<file path="config.mk">
export PLATFORM = sky130hd
export DESIGN_NAME = npst_ctrl
export DESIGN_NICKNAME = d
export VERILOG_FILES = /design/src/hdl/npst_pkg.sv /design/src/hdl/npst_ctrl.sv
export SDC_FILE = /design/constraint.sdc
export NUM_CORES = 1
export LEC_CHECK = 0
export BUFFER_PORTS_ARGS = -buffer_cell sky130_fd_sc_hd__buf_2
export CAP_MARGIN = 25
export CORE_AREA = 2 2 39 41
export CTS_CLUSTER_DIAMETER = 80
export DETAILED_ROUTE_END_ITERATION = 7
export DIE_AREA = 0 0 41 43
export GPL_TIMING_DRIVEN = 0
export PLACE_DENSITY = 0.39
export SLEW_MARGIN = 20
export SYNTH_ARGS = -nofsm -noshare
export SYNTH_HDL_FRONTEND = slang
export SYNTH_SLANG_ARGS = --single-unit
</file>
<file path="constraint.sdc">
create_clock -name i_clk -period 3.8 [get_ports i_clk]
set_input_delay 0.19 -clock i_clk [delete_from_list [all_inputs] [get_ports i_clk]]
set_output_delay 0.19 -clock i_clk [all_outputs]
set_load 0.1 [all_outputs]
</file>
<file path="src/hdl/npst_pkg.sv">
package npst_pkg;

    localparam int MAX_BLOCK_COUNT = 16384;
    localparam int MAX_PAGE_COUNT  = 1024;

    localparam int BLK_W      = 14;
    localparam int PAGE_W     = 10;
    localparam int NP_W       = 11;
    localparam int EC_W       = 32;
    localparam int CMD_W      = 2;
    localparam int STATUS_W   = 2;
    localparam int BCOUNT_W   = 15;
    localparam int PCOUNT_W   = 11;
    localparam int CFG_DATA_W = 15;
    localparam int CFG_IDX_W  = 1;
    localparam int ENTRY_W    = NP_W + EC_W;

    localparam logic [CMD_W-1:0] CMD_PROGRAM = 2'd0;
    localparam logic [CMD_W-1:0] CMD_READ    = 2'd1;
    localparam logic [CMD_W-1:0] CMD_ERASE   = 2'd2;

    localparam logic [STATUS_W-1:0] STATUS_OK          = 2'd0;
    localparam logic [STATUS_W-1:0] STATUS_WRONG_ADDR  = 2'd1;
    localparam logic [STATUS_W-1:0] STATUS_OVER_PROG   = 2'd2;
    localparam logic [STATUS_W-1:0] STATUS_EMPTY_PAGE  = 2'd3;

    localparam logic [CFG_IDX_W-1:0] REG_BLOCK_COUNT     = 1'd0;
    localparam logic [CFG_IDX_W-1:0] REG_PAGES_PER_BLOCK = 1'd1;

    localparam logic [BCOUNT_W-1:0] BLOCK_COUNT_RESET     = 15'd16384;
    localparam logic [PCOUNT_W-1:0] PAGES_PER_BLOCK_RESET = 11'd256;

    typedef struct packed {
        logic [CMD_W-1:0]  command;
        logic [BLK_W-1:0]  block_number;
        logic [PAGE_W-1:0] page_number;
    } t_in_item;

    typedef struct packed {
        logic [STATUS_W-1:0] status;
        logic [NP_W-1:0]     next_page;
        logic [EC_W-1:0]     erase_total;
    } t_out_item;

    typedef enum logic [1:0] {
        ST_CLEAR,
        ST_IDLE,
        ST_READ,
        ST_EXEC
    } t_state;

    typedef struct packed {
        logic clr_en;
        logic load_item;
        logic exec_go;
    } t_ctrl_cmd;

    typedef struct packed {
        logic clr_last;
        logic out_free;
    } t_dp_status;

endpackage

</file>
<file path="src/hdl/npst_ctrl.sv">
module npst_ctrl (
    input  logic                  i_clk,
    input  logic                  i_rst_n,
    input  logic                  i_in_valid,
    input  npst_pkg::t_dp_status  i_status,
    output npst_pkg::t_ctrl_cmd   o_cmd,
    output logic                  o_in_stall
);

    npst_pkg::t_state r_state;
    npst_pkg::t_state n_state;

    always_ff @(posedge i_clk) begin
        if (!i_rst_n) begin
            r_state <= npst_pkg::ST_CLEAR;
        end else begin
            r_state <= n_state;
        end
    end

    always_comb begin
        n_state         = r_state;
        o_cmd           = '0;
        o_in_stall      = 1'b1;
        case (r_state)
            npst_pkg::ST_CLEAR: begin
                o_cmd.clr_en = 1'b1;
                if (i_status.clr_last) begin
                    n_state = npst_pkg::ST_IDLE;
                end
            end
            npst_pkg::ST_IDLE: begin
                o_in_stall = 1'b0;
                if (i_in_valid) begin
                    o_cmd.load_item = 1'b1;
                    n_state         = npst_pkg::ST_READ;
                end
            end
            npst_pkg::ST_READ: begin
                n_state = npst_pkg::ST_EXEC;
            end
            npst_pkg::ST_EXEC: begin
                if (i_status.out_free) begin
                    o_cmd.exec_go = 1'b1;
                    n_state       = npst_pkg::ST_IDLE;
                end
            end
            default: begin
                n_state = npst_pkg::ST_IDLE;
            end
        endcase
    end

    a_exec_holds: assert property (@(posedge i_clk) disable iff (!i_rst_n)
        (r_state == npst_pkg::ST_EXEC && !i_status.out_free) |=> (r_state == npst_pkg::ST_EXEC))
        else $error("command left execute without an output slot");

endmodule

</file>
==> results.sh, run 1 <==
export IMPL_run_status="finished, final reports clean"
export IMPL_core_area_sq_um=1384
export IMPL_numCtsBuffers=3
export IMPL_drive_above_1_share_pct=35.48
export IMPL_pre_cts_slack_ns=2.325
export IMPL_drtIter0Drc=5
export IMPL_min_from="i_rst_n"
export IMPL_setup_viol=0
export IMPL_grt_max_degree=5
export IMPL_postCtsHoldBufs=0
export IMPL_yosys_top_cells_count="6 x inv_1, 4 x nand2_1, 3 x ha_1, 2 x dfxtp_1, 2 x mux2i_1"
export IMPL_cts_buffer_depth=2
export IMPL_drc=0
export IMPL_drtPass1Iterations=4
export IMPL_clock_latency_ns=0.22
export IMPL_worstMarginPinSlew_ns=0.5086
export IMPL_cts_clk_slew_worst_paths_ns=0.03
export IMPL_synth_edf_count=0
export IMPL_synthToLayoutAreaGrowth_pct=53.23
export IMPL_cts_sinks=2
export IMPL_cts_tree="built"
export IMPL_htreeDepth=1
export IMPL_synth_fa_ha_area_share_pct=24.19
export IMPL_synthSimpleGateAreaFrac_pct=16.13
export IMPL_fin_crit_ns=1.546
export IMPL_portBuffers=8
export IMPL_gp_congestion=0.5500
export IMPL_maxCapViolations=0
export IMPL_post_place_cells=44
export IMPL_syn_inst=20
export IMPL_synth_mux_area_share_pct=12.90
export IMPL_fmax_mhz=647.0
export IMPL_r2r_slack_ns=2.33
export IMPL_end_kind="primary output"
export IMPL_vias=156
export IMPL_arrival_ns=1.36
export IMPL_syn_area_per_cell_sq_um=7.757
export IMPL_critical_path_required_ns=3.61
export IMPL_yosysMostFrequentCell="inv_1"
export IMPL_skew_ns=0.001102
export IMPL_synth_top_family_by_area="adder cells"
export IMPL_antenna_cells=0
export IMPL_drt_wl_total_um=320
export IMPL_cp_slowest_cell="buf_2"
export IMPL_synth_compound_area_share_pct=6.452
export IMPL_die_area_sq_um=1763
export IMPL_worstHoldPathCells=3
export IMPL_maxSlewViolCount=0
export IMPL_initial_core_util_pct=11.21
export IMPL_reg_top3="r_state: 2 flops"
export IMPL_yosys_area_top_type_share_pct=25.81
export IMPL_yosys_area_top_type="dfxtp_1"
export IMPL_cts_resized=0
export IMPL_largest_reg_flops=2
export IMPL_largest_register="r_state"
export IMPL_crit_type="reg2out"
export IMPL_path_buf_inv=2
export IMPL_ioPinCount=9
export IMPL_worstRegToRegCells=4
export IMPL_setup_tns_ns=0
export IMPL_r2r_end="r_state[1]"
export IMPL_grt_pass1_vias=145
export IMPL_ys_flop_type="dfxtp_1"
export IMPL_fp_dieH_um=43
export IMPL_cts_setup_buffers=0
export IMPL_drtAntennaViolNets=0
export IMPL_rsz0062_at_grt="no"
export IMPL_grt_usage_pct=5.205
export IMPL_hold_end="r_state[0]"
export IMPL_die_w_um=41
export IMPL_fin_nets=41
export IMPL_synth_xor_area_share_pct=0
export IMPL_crit_fanout=4
export IMPL_yosys_warnings=0
export IMPL_fillers=167
export IMPL_path_delay_family="buffers and inverters"
export IMPL_fin_cells=47
export IMPL_antenna_found_initial=0
export IMPL_rows=14
export IMPL_grt_pass1_wl_um=517
export IMPL_worst_slack_ns=2.254
export IMPL_cts_root_buffer="clkbuf_4"
export IMPL_min_path_type="in2reg"
export IMPL_cpPeakStageDelay_ns=0.43
export IMPL_synth_area_sq_um=155.1
export IMPL_yosysSeqAreaShare_pct=25.81
export IMPL_synth_net_count=28
export IMPL_synthArstFlopShare_pct=0
export IMPL_finalCritPeriodShare_pct=40.67
export IMPL_cp_start_kind="flip-flop"
export IMPL_avgRoutedWirePerCell_um=6.809
export IMPL_crit_chain="ha_1 > inv_1 > nor2_1 > buf_2"
export IMPL_r2r_start="r_state[0]"
export IMPL_overflow=0
export IMPL_synth_seq_cells=2
export IMPL_synth_distinct_cells=8
export IMPL_finalHoldViolCount=0
export IMPL_synthTopCellsByArea="dfxtp_1 26%, ha_1 24%, inv_1 15%, mux2i_1 13%, nand2_1 9.7%"
export IMPL_viasPerCell=3.319
export IMPL_final_util_pct=17.18
export IMPL_slew_headroom_pct=66.09
## layout make-up
cell class	count	area (sq um)	share of cell area [%]
multi-input combinational	12	92.59	38.95
tap	16	20.02	8.421
sequential	2	40.04	16.84
inverter	6	22.52	9.474
timing repair buffer	8	40.04	16.84
clock buffer	3	22.52	9.474
## through the flow
| step | hold WS, ns | cell area, sq um |
|---|---|---|
| finish | 0.2719 | 237.7 |
| global route | 0.2636 | 237.7 |
| CTS | 0.2656 | 237.7 |
| detailed placement | 0.4945 | 215.2 |
| global placement | 0.4825 | 215.2 |
| floorplan | 0.3358 | 155.1 |
## cell usage in the layout, fill, tap and decap left out
cell / instances
a222oi_1: 1
and2_1: 1
buf_2: 8
clkbuf_4: 3
dfxtp_1: 2
ha_1: 3
inv_1: 6
mux2i_1: 2
nand2_1: 4
nor2_1: 1
## worst reg2reg max path, stage by stage (launching register included)
cell and delay [ns]:
dfxtp_1 0.38, inv_1 0.06, ha_1 0.20, a222oi_1 0.49
mux2i_1 0.26
## worst max-delay path by stage
| stage | cells past startpoint | to | slack [ns] | startpoint |
|---|---|---|---|---|
| finish | 4 | o_cmd[1] | 2.25 | r_state[0] |
| global route | 5 | o_cmd[1] | 2.14 | r_state[1] |
| CTS | 4 | o_cmd[1] | 2.23 | r_state[0] |
| detailed placement | 4 | r_state[1] | 2.33 | r_state[0] |
| global placement | 4 | r_state[0] | 2.35 | r_state[0] |
| floorplan | 4 | o_cmd[1] | 1.29 | r_state[1] |
## routing by layer
layer | track usage [%] | share of wire (%) | vias to the layer above
met5 | 0 | 0 | -
li1 | - | - | 84
met3 | 4.712 | 9.7 | 0
met1 | 4.459 | 46 | 66
met4 | 6.000 | 0 | 0
met2 | 6.250 | 44 | 6
## cell families after synthesis
kind of cell,count (synthesis)
adder cells (fa/ha/maj),3
AO/OA/AOI/OAI,1
AND/OR/NAND/NOR,6
flip-flops,2
multiplexers,2
buffers and inverters,6
Power of run 1 is left out: the tool's default activity adds up to more than one toggle a clock period on the data nets, which glitch-free logic cannot reach.
==> inputs of run 2 (changes only) <==
==> constraint.sdc (replaced) <==
create_clock -name i_clk -period 1.51 [get_ports i_clk]
set_input_delay 0.0755 -clock i_clk [delete_from_list [all_inputs] [get_ports i_clk]]
set_output_delay 0.0755 -clock i_clk [all_outputs]
set_load 0.1 [all_outputs]
==> run 2 against run 1 <==
Die area unchanged. Wire length increased by 5.9%. Register-to-register slack got worse by 2.2 ns. Core utilization increased by 1.6 points. Setup slack got worse by 2.1 ns. Non-clock buffer count increased by 1. Clock-buffer cell count unchanged. Critical path type unchanged.
==> results.sh, run 2 (synthesis results as in run 1) <==
export IMPL_fmax_mhz=718.0
export IMPL_arrival_ns=1.32
export IMPL_dpl_hpwl_um=282.7
export IMPL_r2r_end="r_state[0]"
export IMPL_largest_reg_flops=2
export IMPL_critical_path_required_ns=1.43
export IMPL_rows=14
export IMPL_overflow=0
export IMPL_grt_pass1_vias=157
export IMPL_worstMarginPinSlew_ns=0.4846
export IMPL_finalHoldViolCount=0
export IMPL_crit_fanout=4
export IMPL_cts_clk_slew_worst_paths_ns=0.03
export IMPL_r2r_start="r_state[1]"
export IMPL_portBuffers=8
export IMPL_core_area_sq_um=1384
export IMPL_cp_start_kind="flip-flop"
export IMPL_grt_usage_pct=4.910
export IMPL_worstHoldPathCells=3
export IMPL_cts_root_buffer="clkbuf_4"
export IMPL_numCtsBuffers=3
export IMPL_initial_core_util_pct=11.21
export IMPL_drtPass1Iterations=4
export IMPL_drtAntennaViolNets=0
export IMPL_viasPerCell=3.375
export IMPL_grt_max_degree=5
export IMPL_worstRegToRegCells=5
export IMPL_maxCapViolations=0
export IMPL_setup_tns_ns=0
export IMPL_postCtsHoldBufs=0
export IMPL_end_kind="primary output"
export IMPL_min_path_type="in2reg"
export IMPL_avgRoutedWirePerCell_um=7.063
export IMPL_gp_congestion=0.6384
export IMPL_final_cell_mix="6 x inv_1, 6 x buf_2, 5 x clkbuf_4"
export IMPL_slew_headroom_pct=67.92
export IMPL_finalCritPeriodShare_pct=92.23
export IMPL_cts_sinks=2
export IMPL_ioPinCount=9
export IMPL_clock_latency_ns=0.22
export IMPL_antenna_cells=0
export IMPL_skew_ns=0.003331
export IMPL_vias=162
export IMPL_largest_register="r_state"
export IMPL_htreeDepth=1
export IMPL_antenna_found_initial=0
export IMPL_reg_top3="r_state: 2 flops"
export IMPL_rsz0062_at_grt="no"
export IMPL_die_w_um=41
export IMPL_hold_end="r_state[1]"
export IMPL_fp_dieH_um=43
export IMPL_maxSlewViolCount=0
export IMPL_crit_type="reg2out"
export IMPL_r2r_slack_ns=0.17
export IMPL_drc=0
export IMPL_whs_ns=0.1392
export IMPL_fin_crit_ns=1.393
export IMPL_cts_tree="built"
export IMPL_die_area_sq_um=1763
export IMPL_setup_viol=0
export IMPL_drive_above_1_share_pct=43.75
export IMPL_synthToLayoutAreaGrowth_pct=67.74
export IMPL_run_status="finished, final reports clean"
export IMPL_grt_pass1_wl_um=517
export IMPL_fin_nets=42
export IMPL_cts_buffer_depth=2
export IMPL_drt_wl_total_um=339
export IMPL_min_from="i_rst_n"
export IMPL_drtIter0Drc=2
-- run 2: cell count changes in the layout (fill, tap and decap cells not counted), sizes merged --
cell and change:
buf -1, clkbuf +2
-- run 2: what timing repair did --
action / CTS / global route
endpoints found under the setup margin: 0 / 4
setup buffers: 0 / 1
resized for setup: 0 / 2
-- run 2: layer usage --
layer  vias to the layer above  part of all wire (%)  track usage [%]
li1                         85                     -                -
met1                        68                    49            4.153
met2                         9                    37            6.563
met3                         0                    14            3.141
met4                         0                     0            6.000
met5                         -                     0                0
-- run 2: worst max path at each step --
stage	from	to	slack (ns)	cells past startpoint
after floorplan	r_state[1]	o_cmd[1]	-0.13	4
after global placement	r_state[1]	r_state[0]	0.05	4
after CTS	r_state[1]	o_in_stall	0.01	4
final	r_state[0]	o_cmd[0]	0.12	3
after global routing	r_state[0]	o_cmd[0]	0.04	3
after detailed placement	r_state[1]	r_state[0]	0.04	4
-- run 2: area by class of cell --
cell class                 instances  area (sq um)
multi-input combinational         12         102.6
inverter                           6         22.52
clock buffer                       3         22.52
fill                             160          1124
sequential                         2         40.04
tap                               16         20.02
timing repair buffer               9         52.55
-- run 2: through the flow --
stage,worst slack (ns),instances,area (sq um),util (%)
2_1_floorplan,-0.1343,20,165.2,-
3_3_place_gp,0.05363,44,225.2,16.27
3_5_place_dp,0.03713,44,225.2,16.27
4_1_cts,0.01263,47,247.7,17.90
5_1_grt,0.03573,48,260.3,18.81
6_report,0.1173,48,260.3,18.81
-- run 2: worst max-delay path, stage by stage (launching register included) --
cell	delay (ns)
dfxtp_1	0.38
ha_1	0.18
and2_1	0.12
buf_2	0.42
Power of run 2 is left out for the same reason.
==> inputs of run 3 (changes only) <==
--- a/config.mk
+++ b/config.mk
@@ -12,7 +12,7 @@
 export DETAILED_ROUTE_END_ITERATION = 7
 export DIE_AREA = 0 0 41 43
 export GPL_TIMING_DRIVEN = 0
-export PLACE_DENSITY = 0.39
+export PLACE_DENSITY = 0.4
 export SLEW_MARGIN = 20
 export SYNTH_ARGS = -nofsm -noshare
 export SYNTH_HDL_FRONTEND = slang
==> constraint.sdc (replaced) <==
create_clock -name i_clk -period 1.1 [get_ports i_clk]
set_input_delay 0.055 -clock i_clk [delete_from_list [all_inputs] [get_ports i_clk]]
set_output_delay 0.055 -clock i_clk [all_outputs]
set_load 0.1 [all_outputs]
==> run 3 against run 2 <==
The run now ends with setup timing left. Wire length is 7.7% higher. Setup slack got worse by 0.31 ns. Clock skew fell by 0.0023 ns. Critical path type is now reg2reg. Largest cell class unchanged.
==> results.sh, run 3 (synthesis results as in run 1) <==
export IMPL_run_status="finished, violations left"
export IMPL_failed_checks="setup timing"
export IMPL_fin_crit_ns=1.292
export IMPL_antenna_cells=0
export IMPL_die_area_sq_um=1763
export IMPL_drtAntennaViolNets=0
export IMPL_design_area_sq_um=377.9
export IMPL_cp_start_kind="flip-flop"
export IMPL_worstMarginPinSlew_ns=0.2724
export IMPL_arrival_ns=1.43
export IMPL_initial_core_util_pct=11.21
export IMPL_skew_ns=0.001007
export IMPL_grt_pass1_vias=174
export IMPL_avgRoutedWirePerCell_um=7.300
export IMPL_numCtsBuffers=3
export IMPL_rows=14
export IMPL_gp_congestion=0.5450
export IMPL_fin_nets=44
export IMPL_cts_root_buffer="clkbuf_4"
export IMPL_critical_path_required_ns=1.24
export IMPL_grt_pass1_wl_um=545
export IMPL_reg_top3="r_state: 2 flops"
export IMPL_clock_latency_ns=0.22
export IMPL_htreeDepth=1
export IMPL_grt_max_degree=5
export IMPL_cts_tree="built"
export IMPL_slew_headroom_pct=81.84
export IMPL_min_path_type="in2reg"
export IMPL_drt_wl_total_um=365
export IMPL_antenna_found_initial=0
export IMPL_overflow=0
export IMPL_placed_area_sq_um=226.5
export IMPL_rsz0062_at_grt="yes"
export IMPL_cts_sinks=2
export IMPL_viasPerCell=3.440
export IMPL_drtPass1Iterations=4
export IMPL_crit_fanout=4
export IMPL_fmax_mhz=773.9
export IMPL_largest_reg_flops=2
export IMPL_die_w_um=41
export IMPL_end_kind="flip-flop"
export IMPL_portBuffers=8
export IMPL_cts_clk_slew_worst_paths_ns=0.03
export IMPL_synthToLayoutAreaGrowth_pct=143.5
export IMPL_maxCapViolations=0
export IMPL_finalHoldViolCount=0
export IMPL_drtIter0Drc=3
export IMPL_drive_above_1_share_pct=70.59
export IMPL_r2r_slack_ns=-0.19
export IMPL_finalCritPeriodShare_pct=117.5
export IMPL_vias=172
export IMPL_ioPinCount=9
export IMPL_cts_buffer_depth=2
export IMPL_worst_slack_ns=-0.1921
export IMPL_drc=0
export IMPL_final_cell_mix="4 x nand2_1, 4 x buf_2, 4 x buf_12"
export IMPL_core_area_sq_um=1384
export IMPL_largest_register="r_state"
export IMPL_crit_type="reg2reg"
export IMPL_maxSlewViolCount=0
export IMPL_fp_dieH_um=43
export IMPL_setup_viol=6
export IMPL_grt_usage_pct=5.110
==> run 3: cell count changes in the layout (fill, tap and decap cells not counted), moves of 2 or more <==
cell      change
buf_12        +4
inv_1         -3
dfxtp_4       +2
dfxtp_1       -2
ha_4          +2
inv_4         +2
clkbuf_4      -2
ha_1          -2
buf_2         -2
==> run 3: cell type report <==
class	instances	area, sq um
Clock buffer	3	22.52
Fill cell	157	1006
Inverter	6	32.53
Multi-Input combinational cell	12	128.9
Sequential cell	2	47.55
Tap cell	16	20.02
Timing Repair Buffer	11	126.4
==> run 3: routing by layer <==
| metal | vias to the layer above | GRT usage (%) | wire length, um |
|---|---|---|---|
| met5 | - | 0 | 0 |
| met4 | 0 | 6.000 | 0 |
| met3 | 0 | 1.571 | 24 |
| met2 | 6 | 8.438 | 221 |
| met1 | 75 | 3.834 | 119 |
| li1 | 91 | - | - |
==> run 3: metrics by stage <==
step | cells | setup TNS, ns | setup WS (ns) | utilization, % | hold slack, ns
global route | 50 | -1.047 | -0.3177 | 27.31 | 0.1375
floorplan | 20 | -1.563 | -0.5238 | - | 0.2008
finish | 50 | -0.6614 | -0.1921 | 27.31 | 0.1153
global placement | 44 | -0.9846 | -0.3605 | 16.37 | 0.3546
CTS | 49 | -0.6793 | -0.1689 | 24.05 | 0.1121
detailed placement | 44 | -0.9517 | -0.3492 | 16.37 | 0.3608
==> run 3: what timing repair did <==
item	CTS	global route
endpoints found under the hold margin	0	0
hold buffers	0	0
gates resized for setup	21	11
setup endpoints to repair	6	6
pin swaps	2	3
gates cloned	0	0
buffers inserted	2	2
==> run 3: final timing paths <==
path | start | endpoint | cells after the start
worst min register to register | r_state[1] | r_state[1] | 2
worst min-delay path | i_rst_n | r_state[1] | 3
worst max register to register | r_state[0] | r_state[0] | 5
worst max-delay path | r_state[0] | r_state[0] | 5
==> run 3: worst max-delay path, stage by stage, from the launching register on <==
cell and delay, ns:
dfxtp_4 0.37, inv_4 0.04, ha_4 0.15, a222oi_1 0.30
buf_4 0.18, mux2i_1 0.17
Power of run 3 is left out for the same reason.
